<file path="src/rtl/core/eovr_pkg.sv">
// ----------------------------------------------------------------------------
// eovr_pkg
// Shared types and constants of the edit operation vote ranker: request and
// result payloads, request and operation codes, and controller/datapath links.
// ----------------------------------------------------------------------------
package eovr_pkg;

	localparam int SIGMA      = 8;
	localparam int NUM_OPS    = 3;
	localparam int NUM_ROWS   = NUM_OPS * SIGMA;
	localparam int SEED_SLOTS = 16;
	localparam int CNT_W      = 16;
	localparam int WORD_W     = CNT_W + 1;
	localparam int MARK_BIT   = CNT_W;
	localparam int SCORE_W    = 24;
	localparam int WT_W       = 8;
	localparam int WT_DEPTH   = 64;
	localparam int CFG_DATA_W = 48;
	localparam int LEN_W      = 5;

	localparam logic [CNT_W-1:0] COUNT_MAX = '1;
	localparam logic [WT_W-1:0]  PLAIN_WEIGHT = 8'd2;

	typedef enum logic [1:0] {
		REQ_TALLY = 2'd0,
		REQ_CLEAR = 2'd1,
		REQ_LOAD  = 2'd2,
		REQ_FETCH = 2'd3
	} req_type_t;

	typedef enum logic [1:0] {
		OP_INS = 2'd0,
		OP_SUB = 2'd1,
		OP_DEL = 2'd2
	} op_t;

	typedef enum logic {
		CFG_SEED_LENGTH  = 1'b0,
		CFG_SEED_SYMBOLS = 1'b1
	} cfg_reg_t;

	typedef logic [SEED_SLOTS-1:0][2:0] seed_syms_t;

	typedef struct packed {
		logic [1:0] req_type;
		logic [3:0] position;
		logic [1:0] operation;
		logic [2:0] symbol;
		logic [2:0] weight_row;
		logic [7:0] weight_value;
	} req_t;

	typedef struct packed {
		logic        found;
		logic [23:0] score;
		logic [3:0]  out_position;
		logic [1:0]  out_operation;
		logic [2:0]  out_symbol;
	} rsp_t;

	typedef struct packed {
		logic capture;
		logic clr_wr;
		logic tly_rd;
		logic tly_wr;
		logic wt_wr;
		logic scan_init;
		logic scan_rd;
		logic finish;
	} cmd_t;

	typedef struct packed {
		logic clr_last;
		logic scan_last;
		logic len_zero;
		logic pipe_busy;
		logic out_free;
	} sts_t;

endpackage

</file>
<file path="src/rtl/core/eovr_ctrl.sv">
// ----------------------------------------------------------------------------
// eovr_ctrl
// Sequencer of the ranker: clear sweep, tally read-modify-write, weight load,
// and the fetch scan with its drain and result hand-off.
// ----------------------------------------------------------------------------
module eovr_ctrl (
	input  logic              clk,
	input  logic              arst_n,
	input  logic              req_valid,
	input  logic [1:0]        req_type,
	output logic              req_stall,
	input  eovr_pkg::sts_t    sts,
	output eovr_pkg::cmd_t    cmd
);

	typedef enum logic [6:0] {
		S_CLEAR  = 7'b0000001,
		S_IDLE   = 7'b0000010,
		S_TLY_RD = 7'b0000100,
		S_TLY_WR = 7'b0001000,
		S_SCAN   = 7'b0010000,
		S_DRAIN  = 7'b0100000,
		S_FINISH = 7'b1000000
	} state_t;

	state_t state_q;
	state_t state_d;

	always_comb begin
		state_d = state_q;
		cmd     = '0;
		unique case (state_q)
			S_CLEAR: begin
				cmd.clr_wr = 1'b1;
				if (sts.clr_last) begin
					state_d = S_IDLE;
				end
			end
			S_IDLE: begin
				if (req_valid) begin
					cmd.capture = 1'b1;
					unique case (eovr_pkg::req_type_t'(req_type))
						eovr_pkg::REQ_TALLY: state_d = S_TLY_RD;
						eovr_pkg::REQ_CLEAR: state_d = S_CLEAR;
						eovr_pkg::REQ_LOAD:  cmd.wt_wr = 1'b1;
						eovr_pkg::REQ_FETCH: begin
							cmd.scan_init = 1'b1;
							state_d       = S_SCAN;
						end
						default: state_d = S_IDLE;
					endcase
				end
			end
			S_TLY_RD: begin
				cmd.tly_rd = 1'b1;
				state_d    = S_TLY_WR;
			end
			S_TLY_WR: begin
				cmd.tly_wr = 1'b1;
				state_d    = S_IDLE;
			end
			S_SCAN: begin
				if (sts.len_zero) begin
					state_d = S_FINISH;
				end else begin
					cmd.scan_rd = 1'b1;
					if (sts.scan_last) begin
						state_d = S_DRAIN;
					end
				end
			end
			S_DRAIN: begin
				// wait for the last entries to reach the compare
				if (!sts.pipe_busy) begin
					state_d = S_FINISH;
				end
			end
			S_FINISH: begin
				// hold until the result register is free
				if (sts.out_free) begin
					cmd.finish = 1'b1;
					state_d    = S_IDLE;
				end
			end
			default: state_d = S_CLEAR;
		endcase
	end

	always_ff @(posedge clk or negedge arst_n) begin
		if (!arst_n) begin
			state_q <= S_CLEAR;
		end else begin
			state_q <= state_d;
		end
	end

	assign req_stall = (state_q != S_IDLE);

endmodule

</file>
<file path="config.mk">
export PLATFORM = sky130hd
export DESIGN_NAME = eovr_ctrl
export DESIGN_NICKNAME = d
export VERILOG_FILES = /design/src/rtl/core/eovr_pkg.sv /design/src/rtl/core/eovr_ctrl.sv
export SDC_FILE = /design/constraint.sdc
export NUM_CORES = 1
export LEC_CHECK = 0
export BUFFER_PORTS_ARGS = -buffer_cell sky130_fd_sc_hd__buf_2
export CAP_MARGIN = 20
export CORE_AREA = 2 2 39 41
export CTS_BUF_LIST = sky130_fd_sc_hd__clkbuf_2
export CTS_CLUSTER_DIAMETER = 120
export DETAILED_ROUTE_END_ITERATION = 16
export DIE_AREA = 0 0 41 43
export PLACE_DENSITY = 0.66
export SYNTH_ARGS = -nofsm -noshare
export SYNTH_HDL_FRONTEND = slang
export SYNTH_SLANG_ARGS = --single-unit
export TNS_END_PERCENT = 1
</file>
<file path="constraint.sdc">
create_clock -name clk -period 1.83 [get_ports clk]
set_input_delay 0.2745 -clock clk [delete_from_list [all_inputs] [get_ports clk]]
set_output_delay 0.2745 -clock clk [all_outputs]
set_load 0.05 [all_outputs]
</file>
# ---- Word-level counts from Yosys, hierarchy flattened
# Index checks and enable logic that the tools add are counted.
# Widths: inputs -> output; s select.
dict set report totals {
  ff_bits 7
  latch_bits 0
  ramBits 0
  romBits 0
  inputBits 10
  out_inout_bits 9
  word_cells 41
  mem_count 0
}
dict set report op_classes {
  addsub 0
  n_mul 0
  div_mod_pow 0
  n_lt_le_gt_ge 0
  eq_ne 17
  shift 0
  n_mux 21
  n_bitwise 0
  n_reduce_logical 2
}
# op count
set op_table {}
lappend op_table {{$pmux 7 s7} 1}
lappend op_table {{$mux 7} 6}
lappend op_table {{$pmux 7 s3} 1}
lappend op_table {{$mux 1} 11}
lappend op_table {{$ne 2x2->1 const B} 4}
lappend op_table {{$eq 7x1->1 const B} 1}
lappend op_table {{$eq 7x2->1 const B} 1}
lappend op_table {{$eq 7x3->1 const B} 1}
lappend op_table {{$eq 7x4->1 const B} 1}
lappend op_table {{$eq 7x5->1 const B} 1}
lappend op_table {{$eq 7x6->1 const B} 1}
lappend op_table {{$eq 7x7->1 const B} 1}
lappend op_table {{$ne 7x2->1 const B} 1}
lappend op_table {{$reduce_and 6->1} 1}
lappend op_table {{$eq 2x2->1 const B} 2}
lappend op_table {{$mux 2} 2}
lappend op_table {{$ne 4x1->1 const B} 1}
lappend op_table {{$ne 3x3->1 const B} 1}
lappend op_table {{$eq 2x1->1 const B} 1}
lappend op_table {{$logic_not 2->1} 1}

# ---- Longest topological paths before layout
dict set report depth {
  depth_word 4
  depth_mapped 6
}

# ---- Worst setup path before layout
# No wires, ideal clock.
dict set report synth_path {
  path_type {register -> output}
  startpoint {reg state_q[2]}
  endpoint {out cmd[2] (netlist name)}
  arrival_time_ps 1696
  slack_ps -140
  path_stages_with_launch 6
  cell_sequence {dfrtp_1 nor3_2 nand2_2 nor2_4 nand2_1 nor2_1}
}
# item line
set synth_rtl {}
lappend synth_rtl {{start, declared} eovr_ctrl.sv:26} ;# state_t state_q;
lappend synth_rtl {{start signal, assigned} eovr_ctrl.sv:93} ;# state_q <= state_d;
lappend synth_rtl {{end, declared} eovr_ctrl.sv:13} ;# output eovr_pkg::cmd_t cmd

==> qor.yml <==
final_layout:
  fin_cells: 114
  largest-register: "state_q"
  finalInstanceArea_um2: 805.8
  final_nets: 109
  drive_above_1_share_pct: 45.92
  reg_top3: "state_q: 7 flops"
  largest_register_ffs: 7
  area_growth_pct: 41.54
  n_antenna_cell: 0
min_path:
  hold_end: "state_q[0]"
  hold_path_class: "in -> reg"
  min_path_cells: 2
  worst_hold_startpoint: "req_type[1]"
worst_setup_path:
  cp_num_buf_inv: 1
  critPathMostFrequentCell: "nand2_2"
  crit_path_cell_trace: "nor3_4, nand2_2, nor2_4, nand2_2, nor2_1, buf_6"
  r2r-start: "state_q[5]"
  max_stage_delay_ns: 0.41
  timing.critical_path.fanout_max: 3
  regToRegSetupSlack_ns: 0.23
  setup.worst_path.start_class: "flop"
  crit_type: "reg -> out"
  arrival_ns: 1.48
  critPathRequiredTime_ns: 1.56
  end_kind: "primary output"
  cpLargestDelayFamily: "simple AND/OR/NAND/NOR gates"
  cp_slowest_cell: "dfrtp_1"
  rr_worst_depth: 6
  r2r-end: "state_q[0]"
sta:
  max_freq_ghz: 0.5688
  finalMaxSlewViolations: 0
  tightest_slew_ns: 0.2763
  hold_viol: 0
  max_slew_margin_pct: 81.58
  fin_crit_sh_pct: 96.08
  fin_ws_ns: 0.07183
  fin_skew_ns: 0.001887
  rsz0062_at_grt: "true"
  setup_viol: 0
  fin_crit_ns: 1.758
synth:
  synth_cell_types: 34
  synth-simple-area-share_pct: 43.08
  synth-adder-area-share_pct: 0
  yosysSeqAreaShare_pct: 30.99
  syn-cell-area_um2: 569.3
  synth_compound_area_share_pct: 20.22
  synthMuxAreaShare_pct: 0
  ys_ff_latch: 7
  synth_top_family_by_area: "simple AND/OR/NAND/NOR gates"
  synthesis.nets: 79
  ys.warnings.count: 0
  synth_cells: 69
  synth.avg_cell_area_um2: 8.251
  synth-xor-area-share_pct: 1.538
route:
  drc: 0
  wl_mm: 1.339
  drtAntennaViolNets: 0
  drt-vias-per-instance: 5.289
  vias: 603
  firstDrtPassIters: 4
  drt_iter0_markers: 5
  wl_per_cell_um: 11.75
clocking:
  insertion_delay_ns: 0.25
  htreeDepth: 1
  cts_buffers: 3
  clockBufferDepth: 2
  clk_transition_reported_paths_ns: 0.08
  cts.sinks: 7
  cts-root-buf: "clkbuf_2"
  cts_tree: "yes"
die:
  dieArea_um2: 1763
  die_w_um: 41
  fp.coreArea_um2: 1384
  io_pins: 19
  initial_core_util_pct: 41.14
  rows: 14
  die_h_um: 43
power:
  p_leak_nw: 0.4029
  finalPower_mw: 0.9957
  p_per_area_nw_per_um2: 1236
  peakVddDrop_v: 0.0007516
global_route:
  grtUsageMet2_pct: 28.44
  grt_pass1_wl_mm: 2.256
  grt_start_max_net_pins: 10
  antenna_found_initial: 0
  grt_pass1_vias: 531
  use_met1_pct: 24.08
  grt_busiest_layer: "met2"
  grt.overflow.total: 0
  grt.total_usage_pct: 19.31
  grtUsageMet3_pct: 7.853
placement:
  place_congestion: 0.7523
  dp_hpwl_mm: 1.033
  placed_cells: 106
  port_buffers: 18
  placedInstanceArea_um2: 704.4
  dp_slack_ns: 0.1384
status:
  status: "finished, final reports clean"
job:
  drv_cap: 0
stage by stage:
stage / utilization (%) / hold slack (ns) / setup TNS, ns
2_1_floorplan: - / -0.02109 / -0.2804
3_3_place_gp: 50.90 / 0.1180 / 0
3_5_place_dp: 50.90 / 0.1133 / 0
4_1_cts: 54.43 / 0.1984 / 0
5_1_grt: 58.23 / 0.1969 / -0.1437
6_report: 58.23 / 0.2074 / 0
cell usage after synthesis:
cell type / number / area share [%]
o2bb2ai_1: 1 / 1.5
nand2b_1: 3 / 3.3
or3_1: 1 / 1.1
o31ai_1: 2 / 2.6
nand3_1: 1 / 0.88
a31o_1: 1 / 1.5
inv_1: 4 / 2.6
dfrtp_1: 6 / 26
o21ai_0: 2 / 1.8
dfstp_2: 1 / 4.6
a31oi_1: 1 / 1.1
o41ai_2: 1 / 2.9
buf_2: 1 / 0.88
and4b_1: 1 / 1.8
nor2_4: 1 / 2.0
nor2b_1: 1 / 1.1
o2111ai_1: 1 / 1.5
o21ai_1: 1 / 0.88
a221oi_2: 1 / 2.6
xor2_1: 1 / 1.5
nand2_1: 9 / 5.9
inv_2: 1 / 0.66
nor3_2: 1 / 1.8
nor4_1: 1 / 1.1
nor3_4: 2 / 5.7
nand2b_2: 1 / 1.5
nand4_1: 3 / 3.3
and3_1: 3 / 3.3
nor2b_2: 1 / 1.5
a21oi_1: 2 / 1.8
o21bai_2: 1 / 2.0
nor3_1: 2 / 1.8
nor2_1: 9 / 5.9
nand2_2: 1 / 1.1
layout make-up:
| type | count | area (um^2) |
|---|---|---|
| flip-flops and latches | 7 | 177.7 |
| repair buffers | 26 | 187.7 |
| well taps | 16 | 20.02 |
| fillers | 130 | 578.1 |
| clock inverters | 1 | 5.005 |
| multi-input cells | 56 | 381.6 |
| inverters | 5 | 18.77 |
| clock buffers | 3 | 15.01 |
per-layer routing:
metal	wire length (um)	part of all wire, %
met5	0	0
met1	562	42
met3	69	5.2
met4	19	1.4
met2	687	51
where the power goes:
group	switching, mW	internal, mW
Clock	0.0671	0.0495
Sequential	0.0577	0.195
Combinational	0.366	0.261
worst max path at each step:
stage                     from      to  slack [ns]  cells past startpoint
floorplan           state_q[2]  cmd[2]       -0.14                      5
global placement    state_q[5]  cmd[3]        0.20                      6
detailed placement  state_q[2]  cmd[2]        0.14                      6
CTS                 state_q[3]  cmd[2]     0.00003                      6
global route        state_q[5]  cmd[3]       -0.06                      6
finish              state_q[2]  cmd[3]        0.07                      6
worst register-to-register path, stage by stage (launching register included):
cell	delay (ns)
dfrtp_1	0.42
buf_4	0.17
nor3_4	0.22
o21ai_1	0.10
a31o_1	0.20
a221oi_2	0.29
o41ai_2	0.13
cells by family after synthesis:
logic type	count (synthesis)
AO/OA/AOI/OAI	14
XOR/XNOR	1
buffers and inverters	6
flip-flops	7
AND/OR/NAND/NOR	41
layout by cell type, fill, tap and decap left out, types with 2 or more instances in the layout:
master and instances:
a21oi_1 2, and3_1 3, buf_2 10, buf_4 10
buf_6 4, clkbuf_2 3, dfrtp_1 5, inv_1 4
nand2_1 8, nand2_2 2, nand2b_1 3, nand4_1 3
nor2_1 8, nor3_1 2, nor3_4 3, o21ai_0 2
o31ai_1 2
repair_timing:
action / 4_1_cts / 5_1_grt
hold buffers: 1 / 0
resized for setup: 3 / 19
buffers inserted: 1 / 2
endpoints found under the setup margin: 3 / 7
hold endpoints to repair: 6 / 0
pin swaps: 1 / 7
No activity file was read; power rests on OpenSTA's default activity.
